[src/hdl/lcg_pkg.sv]
// Shared types, constants and reset markers for the level-to-color gradient.
package lcg_pkg;

    localparam int unsigned MARKER_SLOTS_DEF = 4;
    localparam int unsigned LEVEL_BITS_DEF   = 16;
    localparam int unsigned QUEUE_DEPTH_DEF  = 4;

    localparam int unsigned CHANNELS   = 3;
    localparam int unsigned CHAN_BITS  = 8;
    localparam int unsigned COLOR_BITS = CHANNELS * CHAN_BITS;
    localparam int unsigned QUOT_BITS  = CHAN_BITS;
    localparam int unsigned COUNT_BITS = 3;

    // channel slots inside a color word, matching the marker entry packing
    localparam int unsigned CH_RED   = 2;
    localparam int unsigned CH_GREEN = 1;
    localparam int unsigned CH_BLUE  = 0;

    // configuration register indexes
    localparam int unsigned REG_MARKER_COUNT = 0;
    localparam int unsigned REG_MARKER_BASE  = 1;

    localparam logic [COUNT_BITS-1:0] MARKER_COUNT_RESET = 3'd4;

    typedef logic [CHANNELS-1:0][CHAN_BITS-1:0] rgb_t;

    localparam rgb_t COLOR_WHITE = {CHAN_BITS'(255), CHAN_BITS'(255), CHAN_BITS'(255)};

    // per-channel interpolation job: start color, magnitude of the step, direction
    typedef struct packed {
        logic [CHAN_BITS-1:0] base;
        logic [CHAN_BITS-1:0] delta;
        logic                 neg;
    } chan_t;

    localparam int unsigned CHAN_JOB_BITS = $bits(chan_t);

    typedef chan_t [CHANNELS-1:0] chan_set_t;

    // reset marker levels in Q1.15
    function automatic logic [31:0] def_level(input int unsigned slot);
        logic [31:0] lvl;
        case (slot)
            0:       lvl = 32'd0;
            1:       lvl = 32'd9830;
            2:       lvl = 32'd24576;
            3:       lvl = 32'd32768;
            default: lvl = 32'd0;
        endcase
        return lvl;
    endfunction

    function automatic rgb_t def_color(input int unsigned slot);
        rgb_t col;
        case (slot)
            0:       col = 24'h6496FF;
            1:       col = 24'h64FF64;
            2:       col = 24'hFFFF64;
            3:       col = 24'hC83232;
            default: col = '0;
        endcase
        return col;
    endfunction

endpackage

[src/hdl/lcg_front.sv]
// Front end: marker registers, level classification and segment selection.
module lcg_front #(
    parameter int unsigned MARKER_SLOTS = lcg_pkg::MARKER_SLOTS_DEF,
    parameter int unsigned LEVEL_BITS   = lcg_pkg::LEVEL_BITS_DEF,
    parameter int unsigned CFG_IDX_W    = $clog2(MARKER_SLOTS + 1)
) (
    input  logic                                      clk,
    input  logic                                      rst_n,
    // configuration writes
    input  logic                                      cfg_valid,
    input  logic [CFG_IDX_W-1:0]                      cfg_index,
    input  logic [lcg_pkg::COLOR_BITS+LEVEL_BITS-1:0] cfg_data,
    // incoming levels
    input  logic                                      in_valid,
    output logic                                      in_ready,
    input  logic [LEVEL_BITS-1:0]                     in_level,
    // classified jobs toward the queue
    output logic                                      job_valid,
    input  logic                                      job_ready,
    output logic                                      job_bypass,
    output lcg_pkg::rgb_t                             job_color,
    output logic [LEVEL_BITS-1:0]                     job_off,
    output logic [LEVEL_BITS-1:0]                     job_span,
    output lcg_pkg::chan_set_t                        job_chans
);

    localparam int unsigned N_W = $clog2(MARKER_SLOTS + 1);

    logic [lcg_pkg::COUNT_BITS-1:0] marker_count_reg;
    logic [LEVEL_BITS-1:0]          lvl_reg [0:MARKER_SLOTS-1];
    lcg_pkg::rgb_t                  col_reg [0:MARKER_SLOTS-1];

    logic                    valid_reg;
    logic                    bypass_reg, bypass_next;
    lcg_pkg::rgb_t           color_reg, color_next;
    logic [LEVEL_BITS-1:0]   off_reg, off_next;
    logic [LEVEL_BITS-1:0]   span_reg, span_next;
    lcg_pkg::chan_set_t      chans_reg, chans_next;

    logic [N_W-1:0]          n_used;
    logic [LEVEL_BITS-1:0]   last_lvl;
    lcg_pkg::rgb_t           last_col;
    logic                    seg_hit;
    logic [LEVEL_BITS-1:0]   seg_l1, seg_l2;
    lcg_pkg::rgb_t           seg_c1, seg_c2;

    always_ff @(posedge clk or negedge rst_n)
    begin
        if (!rst_n)
        begin
            marker_count_reg <= lcg_pkg::MARKER_COUNT_RESET;
            for (int i = 0; i < MARKER_SLOTS; i++)
            begin
                lvl_reg[i] <= LEVEL_BITS'(lcg_pkg::def_level(i));
                col_reg[i] <= lcg_pkg::def_color(i);
            end
        end
        else if (cfg_valid)
        begin
            if (cfg_index == CFG_IDX_W'(lcg_pkg::REG_MARKER_COUNT))
            begin
                marker_count_reg <= cfg_data[lcg_pkg::COUNT_BITS-1:0];
            end
            for (int i = 0; i < MARKER_SLOTS; i++)
            begin
                if (cfg_index == CFG_IDX_W'(lcg_pkg::REG_MARKER_BASE + i))
                begin
                    lvl_reg[i] <= cfg_data[lcg_pkg::COLOR_BITS +: LEVEL_BITS];
                    col_reg[i] <= cfg_data[lcg_pkg::COLOR_BITS-1:0];
                end
            end
        end
    end

    // clamp the count to the slots present
    assign n_used = (32'(marker_count_reg) > MARKER_SLOTS) ? N_W'(MARKER_SLOTS)
                                                           : N_W'(marker_count_reg);

    always_comb
    begin
        last_lvl = lvl_reg[0];
        last_col = col_reg[0];
        for (int i = 0; i < MARKER_SLOTS; i++)
        begin
            if (32'(n_used) == i + 1)
            begin
                last_lvl = lvl_reg[i];
                last_col = col_reg[i];
            end
        end
    end

    // scan downward so the lowest matching segment wins
    always_comb
    begin
        seg_hit = 1'b0;
        seg_l1  = lvl_reg[0];
        seg_l2  = lvl_reg[0];
        seg_c1  = col_reg[0];
        seg_c2  = col_reg[0];
        for (int i = MARKER_SLOTS - 2; i >= 0; i--)
        begin
            if ((32'(n_used) >= i + 2) && (in_level >= lvl_reg[i])
                && (in_level <= lvl_reg[i+1]))
            begin
                seg_hit = 1'b1;
                seg_l1  = lvl_reg[i];
                seg_l2  = lvl_reg[i+1];
                seg_c1  = col_reg[i];
                seg_c2  = col_reg[i+1];
            end
        end
    end

    always_comb
    begin
        bypass_next = 1'b1;
        color_next  = lcg_pkg::COLOR_WHITE;
        off_next    = in_level - seg_l1;
        span_next   = seg_l2 - seg_l1;
        for (int c = 0; c < lcg_pkg::CHANNELS; c++)
        begin
            chans_next[c].base = seg_c1[c];
            if (seg_c2[c] >= seg_c1[c])
            begin
                chans_next[c].delta = seg_c2[c] - seg_c1[c];
                chans_next[c].neg   = 1'b0;
            end
            else
            begin
                chans_next[c].delta = seg_c1[c] - seg_c2[c];
                chans_next[c].neg   = 1'b1;
            end
        end
        if (n_used == '0)
        begin
            bypass_next = 1'b1;
        end
        else if (in_level <= lvl_reg[0])
        begin
            color_next = col_reg[0];
        end
        else if (in_level >= last_lvl)
        begin
            color_next = last_col;
        end
        else if (seg_hit)
        begin
            // a zero-width segment gives its start color
            if (seg_l2 == seg_l1)
            begin
                color_next = seg_c1;
            end
            else
            begin
                bypass_next = 1'b0;
            end
        end
    end

    assign in_ready = !valid_reg || job_ready;

    always_ff @(posedge clk or negedge rst_n)
    begin
        if (!rst_n)
        begin
            valid_reg <= 1'b0;
        end
        else if (in_ready)
        begin
            valid_reg <= in_valid;
        end
    end

    always_ff @(posedge clk)
    begin
        if (in_ready && in_valid)
        begin
            bypass_reg <= bypass_next;
            color_reg  <= color_next;
            off_reg    <= off_next;
            span_reg   <= span_next;
            chans_reg  <= chans_next;
        end
    end

    assign job_valid  = valid_reg;
    assign job_bypass = bypass_reg;
    assign job_color  = color_reg;
    assign job_off    = off_reg;
    assign job_span   = span_reg;
    assign job_chans  = chans_reg;

endmodule

[src/hdl/lcg_queue.sv]
// Short register queue between the classifier and the interpolation pipeline.
module lcg_queue #(
    parameter int unsigned WIDTH = 8,
    parameter int unsigned DEPTH = lcg_pkg::QUEUE_DEPTH_DEF
) (
    input  logic             clk,
    input  logic             rst_n,
    input  logic             push_valid,
    output logic             push_ready,
    input  logic [WIDTH-1:0] push_data,
    output logic             pop_valid,
    input  logic             pop_ready,
    output logic [WIDTH-1:0] pop_data
);

    localparam int unsigned PTR_W = (DEPTH > 1) ? $clog2(DEPTH) : 1;
    localparam int unsigned CNT_W = $clog2(DEPTH + 1);

    logic [WIDTH-1:0] slot_reg [0:DEPTH-1];
    logic [PTR_W-1:0] wr_ptr_reg, wr_ptr_next;
    logic [PTR_W-1:0] rd_ptr_reg, rd_ptr_next;
    logic [CNT_W-1:0] count_reg, count_next;
    logic             do_push, do_pop;

    assign push_ready = (count_reg != CNT_W'(DEPTH));
    assign pop_valid  = (count_reg != '0);
    assign pop_data   = slot_reg[rd_ptr_reg];
    assign do_push    = push_valid && push_ready;
    assign do_pop     = pop_valid && pop_ready;

    always_comb
    begin
        wr_ptr_next = wr_ptr_reg;
        rd_ptr_next = rd_ptr_reg;
        count_next  = count_reg;
        if (do_push)
        begin
            wr_ptr_next = (wr_ptr_reg == PTR_W'(DEPTH - 1)) ? '0 : wr_ptr_reg + 1'b1;
        end
        if (do_pop)
        begin
            rd_ptr_next = (rd_ptr_reg == PTR_W'(DEPTH - 1)) ? '0 : rd_ptr_reg + 1'b1;
        end
        if (do_push && !do_pop)
        begin
            count_next = count_reg + 1'b1;
        end
        else if (do_pop && !do_push)
        begin
            count_next = count_reg - 1'b1;
        end
    end

    always_ff @(posedge clk or negedge rst_n)
    begin
        if (!rst_n)
        begin
            wr_ptr_reg <= '0;
            rd_ptr_reg <= '0;
            count_reg  <= '0;
        end
        else
        begin
            wr_ptr_reg <= wr_ptr_next;
            rd_ptr_reg <= rd_ptr_next;
            count_reg  <= count_next;
        end
    end

    always_ff @(posedge clk)
    begin
        if (do_push)
        begin
            slot_reg[wr_ptr_reg] <= push_data;
        end
    end

endmodule

[src/hdl/lcg_back.sv]
// Back end: scaled offset multiply, pipelined restoring divide, color assembly.
module lcg_back #(
    parameter int unsigned LEVEL_BITS = lcg_pkg::LEVEL_BITS_DEF
) (
    input  logic                  clk,
    input  logic                  rst_n,
    input  logic                  job_valid,
    output logic                  job_ready,
    input  logic                  job_bypass,
    input  lcg_pkg::rgb_t         job_color,
    input  logic [LEVEL_BITS-1:0] job_off,
    input  logic [LEVEL_BITS-1:0] job_span,
    input  lcg_pkg::chan_set_t    job_chans,
    output logic                  out_valid,
    input  logic                  out_ready,
    output lcg_pkg::rgb_t         out_color
);

    localparam int unsigned STEPS = lcg_pkg::QUOT_BITS;
    localparam int unsigned NUM_W = LEVEL_BITS + lcg_pkg::QUOT_BITS;
    localparam int unsigned CH    = lcg_pkg::CHANNELS;
    localparam int unsigned CB    = lcg_pkg::CHAN_BITS;

    // stage 0 holds the numerator, stage k has k quotient bits resolved
    logic [STEPS:0]              valid_reg;
    logic                        bypass_reg [0:STEPS];
    lcg_pkg::rgb_t               color_reg  [0:STEPS];
    logic [LEVEL_BITS-1:0]       span_reg   [0:STEPS];
    logic [CB-1:0]               base_reg   [0:STEPS][0:CH-1];
    logic                        neg_reg    [0:STEPS][0:CH-1];
    logic [NUM_W-1:0]            rem_reg    [0:STEPS][0:CH-1];
    logic [lcg_pkg::QUOT_BITS-1:0] quo_reg  [0:STEPS][0:CH-1];

    logic [NUM_W-1:0]            div_sh     [0:STEPS-1];
    logic                        fits       [0:STEPS-1][0:CH-1];
    logic [NUM_W-1:0]            num_next   [0:CH-1];

    logic                        out_valid_reg;
    lcg_pkg::rgb_t               out_color_reg, out_color_next;
    logic                        advance;

    assign advance   = !out_valid_reg || out_ready;
    assign job_ready = advance;

    // rounding toward the lower value: add span-1 when the channel falls, so its step rounds up
    always_comb
    begin
        for (int c = 0; c < CH; c++)
        begin
            num_next[c] = NUM_W'(job_off) * NUM_W'(job_chans[c].delta)
                        + (job_chans[c].neg ? NUM_W'(job_span) - 1'b1 : '0);
        end
    end

    always_comb
    begin
        for (int k = 0; k < STEPS; k++)
        begin
            div_sh[k] = NUM_W'(span_reg[k]) << (STEPS - 1 - k);
            for (int c = 0; c < CH; c++)
            begin
                fits[k][c] = (rem_reg[k][c] >= div_sh[k]);
            end
        end
    end

    always_comb
    begin
        out_color_next = color_reg[STEPS];
        if (!bypass_reg[STEPS])
        begin
            for (int c = 0; c < CH; c++)
            begin
                out_color_next[c] = neg_reg[STEPS][c]
                                  ? base_reg[STEPS][c] - quo_reg[STEPS][c]
                                  : base_reg[STEPS][c] + quo_reg[STEPS][c];
            end
        end
    end

    always_ff @(posedge clk or negedge rst_n)
    begin
        if (!rst_n)
        begin
            valid_reg     <= '0;
            out_valid_reg <= 1'b0;
        end
        else if (advance)
        begin
            valid_reg     <= {valid_reg[STEPS-1:0], job_valid};
            out_valid_reg <= valid_reg[STEPS];
        end
    end

    always_ff @(posedge clk)
    begin
        if (advance)
        begin
            bypass_reg[0] <= job_bypass;
            color_reg[0]  <= job_color;
            span_reg[0]   <= job_span;
            for (int c = 0; c < CH; c++)
            begin
                base_reg[0][c] <= job_chans[c].base;
                neg_reg[0][c]  <= job_chans[c].neg;
                rem_reg[0][c]  <= num_next[c];
                quo_reg[0][c]  <= '0;
            end
            for (int k = 0; k < STEPS; k++)
            begin
                bypass_reg[k+1] <= bypass_reg[k];
                color_reg[k+1]  <= color_reg[k];
                span_reg[k+1]   <= span_reg[k];
                for (int c = 0; c < CH; c++)
                begin
                    base_reg[k+1][c] <= base_reg[k][c];
                    neg_reg[k+1][c]  <= neg_reg[k][c];
                    rem_reg[k+1][c]  <= fits[k][c] ? rem_reg[k][c] - div_sh[k]
                                                   : rem_reg[k][c];
                    quo_reg[k+1][c]  <= {quo_reg[k][c][lcg_pkg::QUOT_BITS-2:0],
                                         fits[k][c]};
                end
            end
            out_color_reg <= out_color_next;
        end
    end

    assign out_valid = out_valid_reg;
    assign out_color = out_color_reg;

endmodule

[src/hdl/level_to_color_gradient.sv]
// Top level of the level-to-color gradient: front end, job queue and interpolation back end.
// Takes one meter level per cycle and returns one RGB color per cycle, in order, when
// the output is not stalled. A level passes the classification register, the job
// queue, the register after the offset-times-color-step multiply, the restoring divider
// stages that resolve one quotient bit per stage, and the output register. Levels are
// unsigned Q1.15; markers are used in slot order, a level at or below the first or at or
// above the last used marker takes that marker's color, and white is given when no marker
// is set or no segment holds the level. Marker registers may be rewritten only while no
// level is in flight; configuration writes are always accepted.
module level_to_color_gradient #(
    parameter int unsigned MARKER_SLOTS = lcg_pkg::MARKER_SLOTS_DEF,
    parameter int unsigned LEVEL_BITS   = lcg_pkg::LEVEL_BITS_DEF,
    parameter int unsigned QUEUE_DEPTH  = lcg_pkg::QUEUE_DEPTH_DEF
) (
    input  logic                                      clk,
    input  logic                                      rst_n,
    input  logic                                      s_tvalid,
    output logic                                      s_tready,
    // meter_level
    input  logic [((LEVEL_BITS+7)/8)*8-1:0]           s_tdata,
    output logic                                      m_tvalid,
    input  logic                                      m_tready,
    // red [7:0], green [15:8], blue [23:16]
    output logic [lcg_pkg::COLOR_BITS-1:0]            m_tdata,
    input  logic                                      cfg_valid,
    output logic                                      cfg_ready,
    input  logic [$clog2(MARKER_SLOTS+1)-1:0]         cfg_index,
    input  logic [lcg_pkg::COLOR_BITS+LEVEL_BITS-1:0] cfg_data
);

    localparam int unsigned JOB_W = 1 + lcg_pkg::COLOR_BITS + 2 * LEVEL_BITS
                                  + lcg_pkg::CHANNELS * lcg_pkg::CHAN_JOB_BITS;

    logic                  f_valid, f_ready;
    logic                  f_bypass;
    lcg_pkg::rgb_t         f_color;
    logic [LEVEL_BITS-1:0] f_off, f_span;
    lcg_pkg::chan_set_t    f_chans;

    logic                  b_valid, b_ready;
    logic [JOB_W-1:0]      b_job;

    lcg_pkg::rgb_t         out_color;

    assign cfg_ready = 1'b1;

    lcg_front #(
        .MARKER_SLOTS (MARKER_SLOTS),
        .LEVEL_BITS   (LEVEL_BITS)
    ) u_front (
        .clk        (clk),
        .rst_n      (rst_n),
        .cfg_valid  (cfg_valid),
        .cfg_index  (cfg_index),
        .cfg_data   (cfg_data),
        .in_valid   (s_tvalid),
        .in_ready   (s_tready),
        .in_level   (s_tdata[LEVEL_BITS-1:0]),
        .job_valid  (f_valid),
        .job_ready  (f_ready),
        .job_bypass (f_bypass),
        .job_color  (f_color),
        .job_off    (f_off),
        .job_span   (f_span),
        .job_chans  (f_chans)
    );

    lcg_queue #(
        .WIDTH (JOB_W),
        .DEPTH (QUEUE_DEPTH)
    ) u_queue (
        .clk        (clk),
        .rst_n      (rst_n),
        .push_valid (f_valid),
        .push_ready (f_ready),
        .push_data  ({f_bypass, f_color, f_off, f_span, f_chans}),
        .pop_valid  (b_valid),
        .pop_ready  (b_ready),
        .pop_data   (b_job)
    );

    lcg_back #(
        .LEVEL_BITS (LEVEL_BITS)
    ) u_back (
        .clk        (clk),
        .rst_n      (rst_n),
        .job_valid  (b_valid),
        .job_ready  (b_ready),
        .job_bypass (b_job[JOB_W-1]),
        .job_color  (b_job[JOB_W-2 -: lcg_pkg::COLOR_BITS]),
        .job_off    (b_job[JOB_W-2-lcg_pkg::COLOR_BITS -: LEVEL_BITS]),
        .job_span   (b_job[JOB_W-2-lcg_pkg::COLOR_BITS-LEVEL_BITS -: LEVEL_BITS]),
        .job_chans  (b_job[lcg_pkg::CHANNELS*lcg_pkg::CHAN_JOB_BITS-1:0]),
        .out_valid  (m_tvalid),
        .out_ready  (m_tready),
        .out_color  (out_color)
    );

    assign m_tdata = {out_color[lcg_pkg::CH_BLUE], out_color[lcg_pkg::CH_GREEN],
                      out_color[lcg_pkg::CH_RED]};

endmodule
[config.mk]
export PLATFORM = sky130hd
export DESIGN_NAME = level_to_color_gradient
export DESIGN_NICKNAME = d
export VERILOG_FILES = /design/src/hdl/lcg_pkg.sv /design/src/hdl/lcg_front.sv /design/src/hdl/lcg_queue.sv /design/src/hdl/lcg_back.sv /design/src/hdl/level_to_color_gradient.sv
export SDC_FILE = /design/constraint.sdc
export NUM_CORES = 2
export LEC_CHECK = 0
export ABC_CLOCK_PERIOD_IN_PS = 57300
export BUFFER_PORTS_ARGS = -buffer_cell sky130_fd_sc_hd__buf_2
export CAP_MARGIN = 10
export CORE_ASPECT_RATIO = 1.75
export CORE_MARGIN = 4
export CORE_UTILIZATION = 45
export CTS_BUF_LIST = sky130_fd_sc_hd__clkbuf_16
export DETAILED_ROUTE_END_ITERATION = 16
export MAX_ROUTING_LAYER = met4
export PLACE_DENSITY = 0.57
export REMOVE_ABC_BUFFERS = 1
export SLEW_MARGIN = 20
export SYNTH_ARGS = -nofsm -noshare
export SYNTH_HDL_FRONTEND = slang
export SYNTH_SLANG_ARGS = --single-unit
[constraint.sdc]
create_clock -name clk -period 57.3 [get_ports clk]
set_clock_uncertainty 0.2 [all_clocks]
set_input_delay 2.865 -clock clk [delete_from_list [all_inputs] [get_ports clk]]
set_output_delay 2.865 -clock clk [all_outputs]
set_load 0.02 [all_outputs]
==> reports/summary.txt <==
status -> finished clean
Cells after Synth -> 9122
Skew-Pair Late Insertion Delay -> 0.87 ns
Tcrit/Tclk final -> 16.39%
Yosys reg bits -> 2025
Most used DFF post-synth -> edfxtp_1
Top cell by count, worst path -> buf_4
Setup WS pre-CTS -> 46.93 ns
via count -> 69189
worst setup path class -> input port to register
RSZ-0062 raised after global routing -> false
1st-iter DRT viols -> 3564
CTS clk-pin slew, worst paths -> 0.06 ns
Area contributors post-synth -> edfxtp_1, ha_1, fa_1, inv_1, nand2_1
final setup violation count -> 0
placer congestion estimate -> 0.9801
Hold Path Class -> register to register
Syn. warnings -> 0
post-DP HPWL -> 241.5 mm
top-count cell post-synth -> edfxtp_1
Synth Area in Adders -> 14.26%
Post-synth EDFFs -> 1844
area leader, netlist -> edfxtp_1
Crit. End Element -> register
post-synth cell types -> 97
Placed Area -> 115200 sq um
initial antenna violation count -> 11
DRC Markers -> 0
CP top delay family -> compound AO/OA/AOI/OAI gates
Port-buffer cells -> 89
max_cap viols -> 0
crit start category -> input port
sequential share of the synthesized area -> 54.23%
Pre-Repair DR Iteration Count -> 7
Post-CTS Resized -> 0
setup TNS -> 0 ns
ANT nets after route -> 0
gr ovfl total -> 0
Worst EP required -> 57.73 ns
Worst slew margin -> 23.21%
WL per Instance -> 24.45 um
Layout area overhead -> 10.21%
post-synthesis cell area -> 110600 sq um
ys async rst share -> 8.938%
final net count -> 10374
final instance area -> 121900 sq um
IO Pins -> 91
crit-path max FO -> 57
Final Max Slew Viols -> 0
Largest register FFs -> 576
die height -> 663.9 um
min Tclk post-route -> 9.393 ns
worst-margin pin slew -> 1.152 ns
die area -> 254100 sq um
Critical-path top delay cell -> nor4_1
simple-gate portion of the synthesized area -> 9.283%
main combinational cell family by area after synthesis -> adder cells
CTS sink cnt -> 2025
TritonCTS clock tree -> yes
critical path arrival -> 9.82 ns
fraction of synthesized area in multiplexers -> 4.845%
compound-gate portion of the synthesized area -> 9.781%
CTS Buf Count -> 199
syn avg cell area -> 12.13 sq um
largest net degree at the start of global routing -> 173
Hold Worst Slack -> 0.2067 ns
CTS Buffer Depth -> 4
Post-synth top cells -> edfxtp_1, inv_1, nand2_1
Initial Util -> 45.25%
vias per cell -> 5.450
final setup margin -> 47.91 ns
Rows -> 240
fraction of layout cells with a size suffix above 1 -> 10.30%
CTS HTree Levels -> 4
DRT Wirelength -> 310.4 mm
final-report hold violation count -> 0
Post-CTS Hold Fix Bufs -> 0
vias in the first global route -> 73457
core footprint -> 244400 sq um
Post-CTS Setup Bufs -> 0
GRT Util Overall -> 25.10%
slowest cell delay on critical path -> 0.60 ns
Die Wd -> 382.8 um
Achievable Freq -> 106.5 MHz
xor and xnor area share after synthesis -> 3.744%
clock root buffer -> clkbuf_16
Synth top area share -> 50.06%
first-pass GRT wire length -> 460.8 mm
WP buf/inv -> 6
-- final timing paths --
| path | from | to | slack (ns) | cells after the start |
|---|---|---|---|---|
| max | s_tdata[13] | u_front.job_chans[8]$_DFFE_PP_ | 47.91 | 26 |
| min | u_back.color_reg[7][0]$_DFFE_PN_ | u_back.color_reg[8][0]$_DFFE_PN_ | 0.21 | 0 |
| max reg2reg | u_queue.rd_ptr_reg[1]$_DFFE_PN0P_ | u_back.rem_reg[0][23]$_DFFE_PN_ | 48.18 | 23 |
| min reg2reg | u_back.color_reg[7][0]$_DFFE_PN_ | u_back.color_reg[8][0]$_DFFE_PN_ | 0.21 | 0 |
| max in group asynchronous | rst_n | u_queue.rd_ptr_reg[1]$_DFFE_PN0P_ | 52.94 | 3 |
| min in group asynchronous | rst_n | u_front.col_reg[86]$_DFFE_PN0P_ | 1.82 | 1 |
-- through the flow --
stage	utilization, %	cells
detailed placement	47.13	12326
CTS	49.86	12682
global route	49.87	12694
finish	49.87	12695
global placement	47.13	12326
floorplan	-	8857
-- cells by family (layout without fill, tap and decap cells) --
logic type | Yosys count | after routing
other | 1 | 14
and+or+nand+nor | 2271 | 2271
xor gates and xnor gates | 472 | 472
DFF | 2025 | 2025
muxes | 415 | 415
AOI/OAI and AO/OA | 1763 | 1763
adders and majority gates | 1050 | 1050
buffers and inverters | 1125 | 1418
-- layer usage --
| layer | routed length [um] | share of wire [%] | global-route usage, % |
|---|---|---|---|
| met1 | 95420 | 31 | 21.41 |
| met2 | 172500 | 56 | 47.84 |
| met3 | 8163 | 2.6 | 2.428 |
| met4 | 34330 | 11 | 21.67 |
| met5 | 0 | 0 | - |
-- layout by cell type, fill, tap and decap left out, types with 87 or more instances in the layout --
master and n:
fa_1 351, xnor2_1 294, dfrtp_1 109, clkbuf_16 202, nand3_1 98, buf_2 88
nor3_1 133, a21oi_1 550, o21ai_0 426, edfxtp_1 1844, a21o_1 145, a211oi_1 89
mux2_2 222, nor2_1 717, inv_1 880, nand2_1 822, buf_4 108, nor2b_1 87
mux2i_1 118, xor2_1 177, ha_1 699
-- final cells by class --
cell class	count	area, sq um
multi-input combinational	5972	46540
sequential	2025	60000
tap	3267	4088
timing repair buffer	202	1363
inverter	860	3228
clock buffer	202	5055
antenna	13	32.53
fill	21620	122500
clock inverter	154	1603
Power is left out: the tool's default activity adds up to more than one toggle a clock period on the data nets, which glitch-free logic cannot reach.
